### src/design/toy_cpu_execute_unit_defines.svh
// Assertion macros shared by the execute unit RTL.
// Depends on nothing; the including module must provide clk_i and rst_ni.
`ifndef TOY_CPU_EXECUTE_UNIT_DEFINES_SVH
`define TOY_CPU_EXECUTE_UNIT_DEFINES_SVH

// Concurrent assertion on the rising clock edge, off while reset is held.
`define TCPU_ASSERT(lbl, prop, msg) \
  lbl: assert property (@(posedge clk_i) disable iff (!rst_ni) (prop)) else $error(msg);

// Same check written as an overlapping implication.
`define TCPU_ASSERT_IMPL(lbl, ante, cons, msg) \
  `TCPU_ASSERT(lbl, (ante) |-> (cons), msg)

`endif

### src/design/tcpu_pkg.sv
// Shared types and constants of the toy CPU execute unit.
// Used by tcpu_exec, tcpu_state and the top level; depends on nothing.
package tcpu_pkg;

  localparam int unsigned DATA_W        = 8;
  localparam int unsigned REG_IDX_W     = 2;
  localparam int unsigned OP_W          = 4;
  localparam int unsigned MEM_WORDS_DEF = 32;

  // Register file contents right after reset, entry 0 in the lowest byte.
  localparam logic [3:0][DATA_W-1:0] REG_RESET = {8'd10, 8'd9, 8'd4, 8'd0};

  // Value a load returns when its address lies outside the memory.
  localparam logic [DATA_W-1:0] LOAD_FAIL = 8'hFF;

  typedef enum logic [OP_W-1:0] {
    OP_ADD    = 4'd0,
    OP_SUB    = 4'd1,
    OP_LOAD   = 4'd2,
    OP_STORE  = 4'd3,
    OP_INPUT  = 4'd4,
    OP_OUTPUT = 4'd5,
    OP_JUMP   = 4'd6,
    OP_CALL   = 4'd7,
    OP_RET    = 4'd8
  } opcode_e;

  typedef struct packed {
    logic [DATA_W-1:0]    in_value;
    logic [REG_IDX_W-1:0] src_reg;
    logic [REG_IDX_W-1:0] dest_reg;
    logic [OP_W-1:0]      opcode;
  } item_t;

  typedef struct packed {
    logic              mem_error;
    logic [DATA_W-1:0] out_value;
    logic              out_valid;
    logic [DATA_W-1:0] next_pc;
  } result_t;

  // State update produced by the execute logic for one instruction.
  // The memory address is 8 bits wide, enough for the largest memory.
  typedef struct packed {
    logic                 reg_we;
    logic [REG_IDX_W-1:0] reg_idx;
    logic [DATA_W-1:0]    reg_wdata;
    logic                 mem_we;
    logic [DATA_W-1:0]    mem_addr;
    logic [DATA_W-1:0]    mem_wdata;
    logic [DATA_W-1:0]    pc_next;
  } wr_t;

endpackage

### src/design/toy_cpu_execute_unit.sv
// Top level of the toy CPU execute unit: stream ports, input and result
// registers around tcpu_exec and tcpu_state. Depends on tcpu_pkg.
//
// Usage: each item on the slave stream (s_axis_*) is one decoded
// instruction. The unit keeps an 8-bit program counter, four 8-bit
// registers and a data memory of MEM_WORDS bytes, and returns exactly one
// result item per instruction on the master stream (m_axis_*).
// An accepted item lands in the input register. The execute logic then
// reads the state, updates it and loads the result register as soon as
// the result register is free or is being emptied.
// Throughput is one item per clock cycle while the receiver does not stall;
// the single pass through the execute logic between the input and result
// registers sets that figure, and a dependent instruction may follow directly
// since state is written at the same edge the result is captured.
// When the receiver stalls, the result register holds its item and the
// input register can still take one more item; only when both are full
// does s_axis_tready drop. No result is lost or repeated.
// Reset (rst_ni low, asynchronous) empties both registers, clears the
// program counter and the data memory, and loads the registers with
// 0, 4, 9 and 10. The unit accepts items as soon as reset is released.
`include "toy_cpu_execute_unit_defines.svh"

module toy_cpu_execute_unit #(
  parameter int unsigned MEM_WORDS = tcpu_pkg::MEM_WORDS_DEF
) (
  input  logic        clk_i,
  input  logic        rst_ni,
  input  logic        s_axis_tvalid,
  output logic        s_axis_tready,
  // [3:0] opcode, [5:4] dest_reg, [7:6] src_reg, [15:8] in_value
  input  logic [15:0] s_axis_tdata,
  output logic        m_axis_tvalid,
  input  logic        m_axis_tready,
  // [7:0] next_pc, [8] out_valid, [16:9] out_value, [17] mem_error,
  // [23:18] zero
  output logic [23:0] m_axis_tdata
);
  import tcpu_pkg::*;

  // Input register holding the instruction under execution.
  logic    in_valid_q;
  item_t   item_q;
  // Result register driving the master stream.
  logic    out_valid_q;
  result_t res_q;

  logic    exec_fire;
  wr_t     wr;
  result_t res;

  logic [DATA_W-1:0] pc;
  logic [DATA_W-1:0] dst_val;
  logic [DATA_W-1:0] src_val;
  logic [DATA_W-1:0] load_data;
  logic [DATA_W-1:0] ret_pc;

  // The held instruction executes whenever the result register is free or
  // is being emptied in the same cycle.
  assign exec_fire     = in_valid_q && (!out_valid_q || m_axis_tready);
  assign s_axis_tready = !in_valid_q || exec_fire;

  always_ff @(posedge clk_i or negedge rst_ni) begin
    if (!rst_ni) begin
      in_valid_q <= 1'b0;
    end else if (s_axis_tvalid && s_axis_tready) begin
      in_valid_q <= 1'b1;
    end else if (exec_fire) begin
      in_valid_q <= 1'b0;
    end
  end

  always_ff @(posedge clk_i) begin
    if (s_axis_tvalid && s_axis_tready) begin
      item_q <= item_t'(s_axis_tdata);
    end
  end

  always_ff @(posedge clk_i or negedge rst_ni) begin
    if (!rst_ni) begin
      out_valid_q <= 1'b0;
    end else if (exec_fire) begin
      out_valid_q <= 1'b1;
    end else if (m_axis_tready) begin
      out_valid_q <= 1'b0;
    end
  end

  always_ff @(posedge clk_i) begin
    if (exec_fire) begin
      res_q <= res;
    end
  end

  tcpu_state #(
    .MEM_WORDS (MEM_WORDS)
  ) u_state (
    .clk_i       (clk_i),
    .rst_ni      (rst_ni),
    .upd_en_i    (exec_fire),
    .wr_i        (wr),
    .dest_idx_i  (item_q.dest_reg),
    .src_idx_i   (item_q.src_reg),
    .pc_o        (pc),
    .dst_val_o   (dst_val),
    .src_val_o   (src_val),
    .load_data_o (load_data),
    .ret_pc_o    (ret_pc)
  );

  tcpu_exec #(
    .MEM_WORDS (MEM_WORDS)
  ) u_exec (
    .item_i      (item_q),
    .pc_i        (pc),
    .src_val_i   (src_val),
    .dst_val_i   (dst_val),
    .load_data_i (load_data),
    .ret_pc_i    (ret_pc),
    .wr_o        (wr),
    .res_o       (res)
  );

  assign m_axis_tvalid = out_valid_q;
  assign m_axis_tdata  = {6'b0, res_q.mem_error, res_q.out_value, res_q.out_valid,
                          res_q.next_pc};

  // A result only appears after an instruction sat in the input register.
  `TCPU_ASSERT_IMPL(a_result_from_item, $rose(out_valid_q), $past(in_valid_q),
                    "result register loaded without a held instruction")

  // A held instruction that cannot execute stays in place.
  `TCPU_ASSERT(a_item_kept, (in_valid_q && !exec_fire) |=> (in_valid_q && $stable(item_q)),
               "stalled instruction was dropped or overwritten")

  // An empty input register always takes a new item.
  `TCPU_ASSERT_IMPL(a_ready_when_empty, !in_valid_q, s_axis_tready,
                    "input stage empty but not ready")

  // A jump leaves the counter at the source register value.
  `TCPU_ASSERT(a_jump_target,
               (exec_fire && item_q.opcode == OP_JUMP) |=> (pc == $past(src_val)),
               "program counter does not match jump target")

endmodule

### src/design/tcpu_exec.sv
// Combinational execute logic: decodes one instruction and forms the
// state update and the result item. Depends on tcpu_pkg.
module tcpu_exec #(
  parameter int unsigned MEM_WORDS = tcpu_pkg::MEM_WORDS_DEF
) (
  input  tcpu_pkg::item_t               item_i,
  input  logic [tcpu_pkg::DATA_W-1:0]   pc_i,
  input  logic [tcpu_pkg::DATA_W-1:0]   src_val_i,
  input  logic [tcpu_pkg::DATA_W-1:0]   dst_val_i,
  input  logic [tcpu_pkg::DATA_W-1:0]   load_data_i,
  input  logic [tcpu_pkg::DATA_W-1:0]   ret_pc_i,
  output tcpu_pkg::wr_t                 wr_o,
  output tcpu_pkg::result_t             res_o
);
  import tcpu_pkg::*;

  localparam logic [DATA_W:0]   MemWordsW = (DATA_W+1)'(MEM_WORDS);
  localparam logic [DATA_W-1:0] RetSlot   = DATA_W'(MEM_WORDS - 1);

  logic [DATA_W-1:0] pc_inc;
  logic              in_range;

  assign pc_inc   = pc_i + 8'd1;
  assign in_range = {1'b0, src_val_i} < MemWordsW;

  always_comb begin
    wr_o           = '0;
    wr_o.reg_idx   = item_i.dest_reg;
    wr_o.mem_addr  = src_val_i;
    wr_o.mem_wdata = dst_val_i;
    wr_o.pc_next   = pc_inc;
    res_o          = '0;
    case (opcode_e'(item_i.opcode))
      OP_ADD: begin
        wr_o.reg_we    = 1'b1;
        wr_o.reg_wdata = dst_val_i + src_val_i;
      end
      OP_SUB: begin
        wr_o.reg_we    = 1'b1;
        wr_o.reg_wdata = dst_val_i - src_val_i;
      end
      OP_LOAD: begin
        wr_o.reg_we    = 1'b1;
        wr_o.reg_wdata = in_range ? load_data_i : LOAD_FAIL;
        res_o.mem_error = !in_range;
      end
      OP_STORE: begin
        wr_o.mem_we     = in_range;
        res_o.mem_error = !in_range;
      end
      OP_INPUT: begin
        wr_o.reg_we    = 1'b1;
        wr_o.reg_wdata = item_i.in_value;
      end
      OP_OUTPUT: begin
        res_o.out_valid = 1'b1;
        res_o.out_value = dst_val_i;
      end
      OP_JUMP: begin
        wr_o.pc_next = src_val_i;
      end
      OP_CALL: begin
        // The return address is the already advanced counter.
        wr_o.mem_we    = 1'b1;
        wr_o.mem_addr  = RetSlot;
        wr_o.mem_wdata = pc_inc;
        wr_o.pc_next   = src_val_i;
      end
      OP_RET: begin
        wr_o.pc_next = ret_pc_i;
      end
      default: begin
        // Unknown opcodes clear the destination register.
        wr_o.reg_we    = 1'b1;
        wr_o.reg_wdata = '0;
      end
    endcase
    res_o.next_pc = wr_o.pc_next;
  end

endmodule

### src/design/tcpu_state.sv
// Architectural state: program counter, four-entry register file and the
// data memory, with their read ports. Depends on tcpu_pkg.
module tcpu_state #(
  parameter int unsigned MEM_WORDS = tcpu_pkg::MEM_WORDS_DEF
) (
  input  logic                               clk_i,
  input  logic                               rst_ni,
  input  logic                               upd_en_i,
  input  tcpu_pkg::wr_t                      wr_i,
  input  logic [tcpu_pkg::REG_IDX_W-1:0]     dest_idx_i,
  input  logic [tcpu_pkg::REG_IDX_W-1:0]     src_idx_i,
  output logic [tcpu_pkg::DATA_W-1:0]        pc_o,
  output logic [tcpu_pkg::DATA_W-1:0]        dst_val_o,
  output logic [tcpu_pkg::DATA_W-1:0]        src_val_o,
  output logic [tcpu_pkg::DATA_W-1:0]        load_data_o,
  output logic [tcpu_pkg::DATA_W-1:0]        ret_pc_o
);
  import tcpu_pkg::*;

  localparam int unsigned AW = (MEM_WORDS > 1) ? $clog2(MEM_WORDS) : 1;

  logic [DATA_W-1:0]       pc_q;
  logic [3:0][DATA_W-1:0]  rf_q;
  logic [DATA_W-1:0]       mem_q [MEM_WORDS];

  always_ff @(posedge clk_i or negedge rst_ni) begin
    if (!rst_ni) begin
      pc_q <= '0;
      rf_q <= REG_RESET;
      for (int i = 0; i < MEM_WORDS; i++) begin
        mem_q[i] <= '0;
      end
    end else if (upd_en_i) begin
      pc_q <= wr_i.pc_next;
      if (wr_i.reg_we) begin
        rf_q[wr_i.reg_idx] <= wr_i.reg_wdata;
      end
      if (wr_i.mem_we) begin
        mem_q[wr_i.mem_addr[AW-1:0]] <= wr_i.mem_wdata;
      end
    end
  end

  assign pc_o        = pc_q;
  assign dst_val_o   = rf_q[dest_idx_i];
  assign src_val_o   = rf_q[src_idx_i];
  // Only used when the address is in range; the caller checks that.
  assign load_data_o = mem_q[src_val_o[AW-1:0]];
  assign ret_pc_o    = mem_q[MEM_WORDS-1];

endmodule

### config.mk
export PLATFORM = sky130hd
export DESIGN_NAME = toy_cpu_execute_unit
export DESIGN_NICKNAME = d
export VERILOG_FILES = /design/src/design/tcpu_pkg.sv /design/src/design/toy_cpu_execute_unit.sv /design/src/design/tcpu_exec.sv /design/src/design/tcpu_state.sv
export VERILOG_INCLUDE_DIRS = /design/src /design/src/design
export SDC_FILE = /design/constraint.sdc
export NUM_CORES = 1
export LEC_CHECK = 0
export ABC_AREA = 1
export CELL_PAD_IN_SITES_DETAIL_PLACEMENT = 0
export CELL_PAD_IN_SITES_GLOBAL_PLACEMENT = 2
export CORE_UTILIZATION = 39
export CTS_CLUSTER_SIZE = 28
export DETAILED_ROUTE_END_ITERATION = 16
export DONT_BUFFER_PORTS = 1
export HOLD_SLACK_MARGIN = 0.08
export PLACE_DENSITY = 0.9
export SLEW_MARGIN = 20
export SYNTH_ARGS = -nofsm -noshare
export SYNTH_HDL_FRONTEND = slang
export SYNTH_SLANG_ARGS = --single-unit
### constraint.sdc
create_clock -name clk_i -period 4.09 [get_ports clk_i]
set_input_delay 0.6135 -clock clk_i [delete_from_list [all_inputs] [get_ports clk_i]]
set_output_delay 0.6135 -clock clk_i [all_outputs]
set_load 0.005 [all_outputs]
== Word-level counts from Yosys, hierarchy flattened ==
Index checks and enable logic that the tools add are counted.

* $add $sub $neg: 3
* Order comparisons: 7
* Equal/unequal tests: 8
* Mux-type cells: 23
* Bitwise gates (word level): 3
* Reductions and logical operators: 17

{| class="wikitable"
|+ Operators with widths
! cell !! number
|-
| bitwise mux 256 bit || 1
|-
| two-way mux 8 bit || 7
|-
| binary-select mux 8 bit (select 5 bit) || 1
|-
| demux 8 bit (select 5 bit) || 1
|-
| binary-select mux 8 bit (select 2 bit) || 2
|-
| bitwise mux 32 bit || 1
|-
| one-hot mux 8 bit (4 select lines) || 1
|-
| demux 8 bit (select 2 bit) || 1
|-
| equality test 4 x 3 -> 1 bit, second input constant || 4
|-
| one-hot mux 8 bit (2 select lines) || 1
|-
| two-way mux 13 bit || 1
|-
| greater-or-equal comparator 6 bit, second input constant || 2
|-
| inverter 5 -> 6 bit || 2
|-
| adder 8 x 1 -> 8 bit, second input constant || 1
|-
| adder 8 bit || 1
|-
| equality test 4 x 2 -> 1 bit, second input constant || 2
|-
| < comparator 8 x 6 -> 1 bit, second input constant || 1
|-
| subtractor 8 bit || 1
|-
| < comparator 2 x 3 -> 1 bit, second input constant || 2
|-
| < comparator 6 x 1 -> 1 bit, second input constant || 1
|-
| two-way mux 1 bit || 5
|-
| OR reduction 5 bit || 1
|-
| equality test 4 x 1 -> 1 bit, second input constant || 1
|-
| equality test 4 bit, second input constant || 1
|-
| other kinds (10) || 19
|}

* Flip-flop bits (word level): 332
* Word-level logic and storage cells: 108

== Logic depth before layout (Yosys ltp) ==
* Depth after elaboration: 9
* Gate-level depth with buffers: 25
* Depth with buffers taken out: 21

== By module ==
From an unflattened synthesis, not the netlist that was laid out.

* Cells, all modules: 2152
* Area total of the unflattened synthesis: 17269.1 µm²

{| class="wikitable"
|+ By module, submodules not included
! module !! times used !! cells an instance !! area each (µm²) !! sequential area each (µm²)
|-
| tcpu_state || 1 || 1845 || 14766.7 || 7413.4
|-
| tcpu_exec || 1 || 254 || 1337.5 || 0.0
|-
| toy_cpu_execute_unit || 1 || 53 || 1164.9 || 1071.0
|}

== Worst setup path before layout ==
No wires, ideal clock.

* Path kind: register -> register
* Start point: register item_q[6] (netlist name)
* End point: register u_state.rf_q[6] (netlist name)
* Arrival time: 3.122 ns
* Slack: 0.902 ns
* Stages on the path, launching flop included: 24
* Buffers on the path: 4
* Cell sequence: edfxtp_1 > buf_6 > buf_6 > nand2_1 > nand3_1 > nand2_1 > buf_2 > buf_2 > ha_1 > nand2_1 > o21ai_0 > fa_1 > nor2_1 > o21ai_0 > nand2_1 > nand2_1 > nand2_1 > a21oi_1 > xor2_1 > o21ai_0 > inv_1 > nand2_1 > nand2_1 > nand2_1

* Longest elaborated chain between the ends: 9
* Elaborated cells between the ends (all ways): 12

{| class="wikitable"
|+ Ends and longest elaborated chain
! what !! RTL line !! RTL
|-
| start: declaration || toy_cpu_execute_unit.sv:42 || <nowiki>item_t item_q;</nowiki>
|-
| start signal: assignment || toy_cpu_execute_unit.sv:74 || <nowiki>item_q <= item_t'(s_axis_tdata);</nowiki>
|-
| binary-select mux 8 bit (select 2 bit) * || tcpu_state.sv:46 || <nowiki>assign src_val_o = rf_q[src_idx_i];</nowiki>
|-
| two-way mux 8 bit (implied by the code) * || tcpu_state.sv:46 ||
|-
| inverter 5 -> 6 bit (implied by the code) || tcpu_state.sv:48 || <nowiki>assign load_data_o = mem_q[src_val_o[AW-1:0]];</nowiki>
|-
| binary-select mux 8 bit (select 5 bit) || tcpu_state.sv:48 ||
|-
| two-way mux 8 bit (implied by the code) (2 in series) || tcpu_state.sv:48 ||
|-
| two-way mux 8 bit || tcpu_exec.sv:44 || <nowiki>wr_o.reg_wdata = in_range ? load_data_i : LOAD_FAIL;</nowiki>
|-
| one-hot mux 8 bit (4 select lines) * || tcpu_exec.sv:33 || <nowiki>case (opcode_e'(item_i.opcode))</nowiki>
|-
| bitwise mux 32 bit * || tcpu_state.sv:36 || <nowiki>rf_q[wr_i.reg_idx] <= wr_i.reg_wdata;</nowiki>
|-
| end signal: indexed assignment || tcpu_state.sv:36 ||
|-
| end: declaration || tcpu_state.sv:23 || <nowiki>logic [3:0][DATA_W-1:0] rf_q;</nowiki>
|}

Every way passes the cells marked *; elsewhere a longest branch is shown, timed or not. The select of a mux whose other input is x is not followed.
A chain may end at the register's enable or synchronous reset.

== Worst setup path in the final report ==
* Start point: register item_q[6] (netlist name)
* End point: register u_state.rf_q[26] (netlist name)

The elaborated chain is that of the path after synthesis.

==> metrics.yaml <==
status: "complete, but fails checks"
violations: "negative hold slack"
met3_length_microns: 2208
initial_utilization_pct: 39.91
synth.avg_cell_area_sq_um: 8.071
fin_hold_ws_ns: -0.2295
clk_pin_slew_ns: 0.06
crit_required_ns: 4.59
drtIter0Drc: 1250
chipHeight_microns: 212.9
die_area_sq_mm: 0.04532
vdd_drop_max_mv: 0.3198
tns_ns: 0
row_count: 76
worst_pin_slew_ns: 1.319
dr_total_vias: 14100
synth-xor-area-share_pct: 0.6564
rsz0062_at_grt: "false"
ios: 46
slew_headroom_pct: 12.05
m1WireLength_microns: 23860
dieWidth_microns: 212.9
power_density_mw_per_mm2: 508.3
synth_top_family_by_area: "simple AND/OR/NAND/NOR gates"
wl_per_cell_microns: 18.57
max_freq_mhz: 292.8
crit_fanout: 65
grt_pass1_vias: 13450
wl_microns: 50280
grt_use_total_pct: 22.92
final_cell_mix: "684 x nand2_1, 293 x dfrtp_1, 255 x nand3_1"
fin_nets: 2126
final_max_slew_viol_count: 0
drtAntennaViolNets: 0
synth_compound_area_share_pct: 9.796
crit_start: "item_q[6]$_DFFE_PP_"
clockBufferDepth: 3
route.met2.wl_microns: 23130
port_buffers: 0
place_congestion: 0.8767
fin_crit_sh_pct: 83.50
synthCells: 2149
grt_max_degree: 299
ys_seq_area_share_pct: 48.91
antenna_found_initial: 1
cts_max_level: 2
drv_cap: 0
clk_latency_ns: 0.56
power_mw: 9.710
fin_skew_ns: 0.01496
synth_edf_count: 34
final_common_cell: "nand2_1"
clock_sinks: 332
ys_warn_count: 0
cts_root_buf: "clkbuf_16"
setup_viol: 0
synth-seq-cells: 332
grt_first_pass_wirelength_microns: 79490
syn_to_final_growth_pct: 10.13
muxShareOfSynthArea_pct: 0.1948
core_sq_mm: 0.04346
layout_setup_ws_ns: 0.6750
worstPathArrival_ns: 3.91
cts_buffers: 39
worstReg2RegStart: "item_q[6]$_DFFE_PP_"
period_minus_slack_ns: 3.415
synth-async-reset-ratio_pct: 89.76
vias_per_cell: 5.206
synth-simple-area-share_pct: 31.03
hp-class: "in -> async"
critPathLaunchType: "register"
netlist_area_sq_mm: 0.01735
synth_ff_type: "dfrtp_1"
cts_resized: 0
place_hpwl_microns: 30470
worst-r2r-setup-slack_ns: 0.68
p_leak_nw: 8.775
cts_setup_buffers: 0
dpl_worst_slack_ns: 0.7375
drt_pass1_iterations: 5
critPathKind: "reg -> reg"
cts_tree: "done"
drc: 0
overflow: 0
synth_fa_ha_area_share_pct: 0.7646
ys_types: 50
r2r_cells: 15
hold_viol_final: 178
cp-end-kind: "register"
num_antenna_cells: 0
highest_layer: "met5"
drive_above_1_share_pct: 8.055
r2r_end: "u_state.rf_q[26]$_DFFE_PN0P_"
[registers in the layout, indices dropped and copies added (netlist names)]
signal            flops
u_state.rf_q         32
m_axis_tdata         18
u_state.ret_pc_o      8
in_valid_q            1
m_axis_tvalid         1
u_state.mem_q       248
u_state.pc_o          8
item_q               16
[per-layer routing]
layer | GRT usage (%) | vias to the layer above
li1 | - | 6880
met4 | 6.400 | 2
met1 | 32.53 | 6837
met3 | 3.706 | 70
met5 | 0 | -
met2 | 36.03 | 308
[report_power, final]
part | leakage [nW] | switching [mW] | internal [mW]
clock | 0.613 | 1.41 | 2.08
sequential | 4.45 | 0.157 | 3.58
combinational | 3.71 | 1.79 | 0.694
[cells in the mapped netlist (5+ instances only)]
master / count / area share [%]
nand2_1: 686 / 15
dfrtp_1: 293 / 42
nand3_1: 255 / 7.4
inv_1: 195 / 4.2
o21ai_0: 181 / 5.2
nand3b_1: 102 / 4.4
o21ai_1: 91 / 2.6
clkbuf_1: 54 / 1.2
buf_2: 52 / 1.5
nor2_1: 39 / 0.84
edfxtp_1: 34 / 5.9
buf_6: 12 / 0.78
o21ai_2: 12 / 0.61
xor2_1: 12 / 0.61
nand4_4: 11 / 1.3
buf_4: 9 / 0.39
ha_1: 9 / 0.65
a22oi_1: 8 / 0.35
buf_1: 8 / 0.17
inv_2: 8 / 0.17
o211ai_1: 8 / 0.35
a21oi_1: 7 / 0.20
nor3_1: 6 / 0.17
dfstp_2: 5 / 0.76
nand4_2: 5 / 0.36
[final cells by class]
class / instances / area (sq um)
Clock buffer: 58 / 1117
Clock inverter: 10 / 152.6
Fill cell: 4439 / 24350
Inverter: 207 / 784.5
Multi-Input combinational cell: 1479 / 7503
Sequential cell: 332 / 8484
Tap cell: 585 / 732.0
Timing Repair Buffer: 37 / 327.8
[metrics by stage]
| stage | util [%] | area (sq um) | instances |
|---|---|---|---|
| after floorplan | - | 17360 | 2154 |
| after global placement | 41.03 | 17830 | 2640 |
| after detailed placement | 41.03 | 17830 | 2640 |
| after CTS | 43.96 | 19100 | 2708 |
| after global routing | 43.96 | 19100 | 2708 |
| final | 43.96 | 19100 | 2708 |
[critical path: stages, from the launching register on]
cell	delay, ns
edfxtp_1	0.76
inv_6	0.14
nand2_1	0.10
nand3_1	0.08
nand2_2	0.15
buf_4	0.72
nand3_1	0.18
nand3_1	0.20
nand3_1	0.17
nand2_1	0.18
nand2_1	0.07
nand3_1	0.09
nand2_1	0.10
nand2_1	0.23
nand2_1	0.07
nand2_1	0.06
[worst max path at each step]
stage / endpoint / slack (ns) / cells past startpoint
4_1_cts: u_state.rf_q[26]$_DFFE_PN0P_ / 0.72 / 15
6_report: u_state.rf_q[26]$_DFFE_PN0P_ / 0.68 / 15
3_3_place_gp: u_state.rf_q[31]$_DFFE_PN0P_ / 0.74 / 17
5_1_grt: u_state.rf_q[31]$_DFFE_PN0P_ / 0.29 / 17
2_1_floorplan: u_state.rf_q[6]$_DFFE_PN0P_ / 0.90 / 23
3_5_place_dp: u_state.rf_q[23]$_DFFE_PN0P_ / 0.74 / 17
[cells by family (layout without fill, tap and decap cells)]
kind of cell	after synthesis	after routing
AOI/OAI and AO/OA	316	316
xor gates and xnor gates	13	13
adders and majority gates	10	10
buffers and inverters	343	312
DFF	332	332
muxes	3	3
other	1	6
and+or+nand+nor	1131	1131
Power figures use the tool's default switching activity.
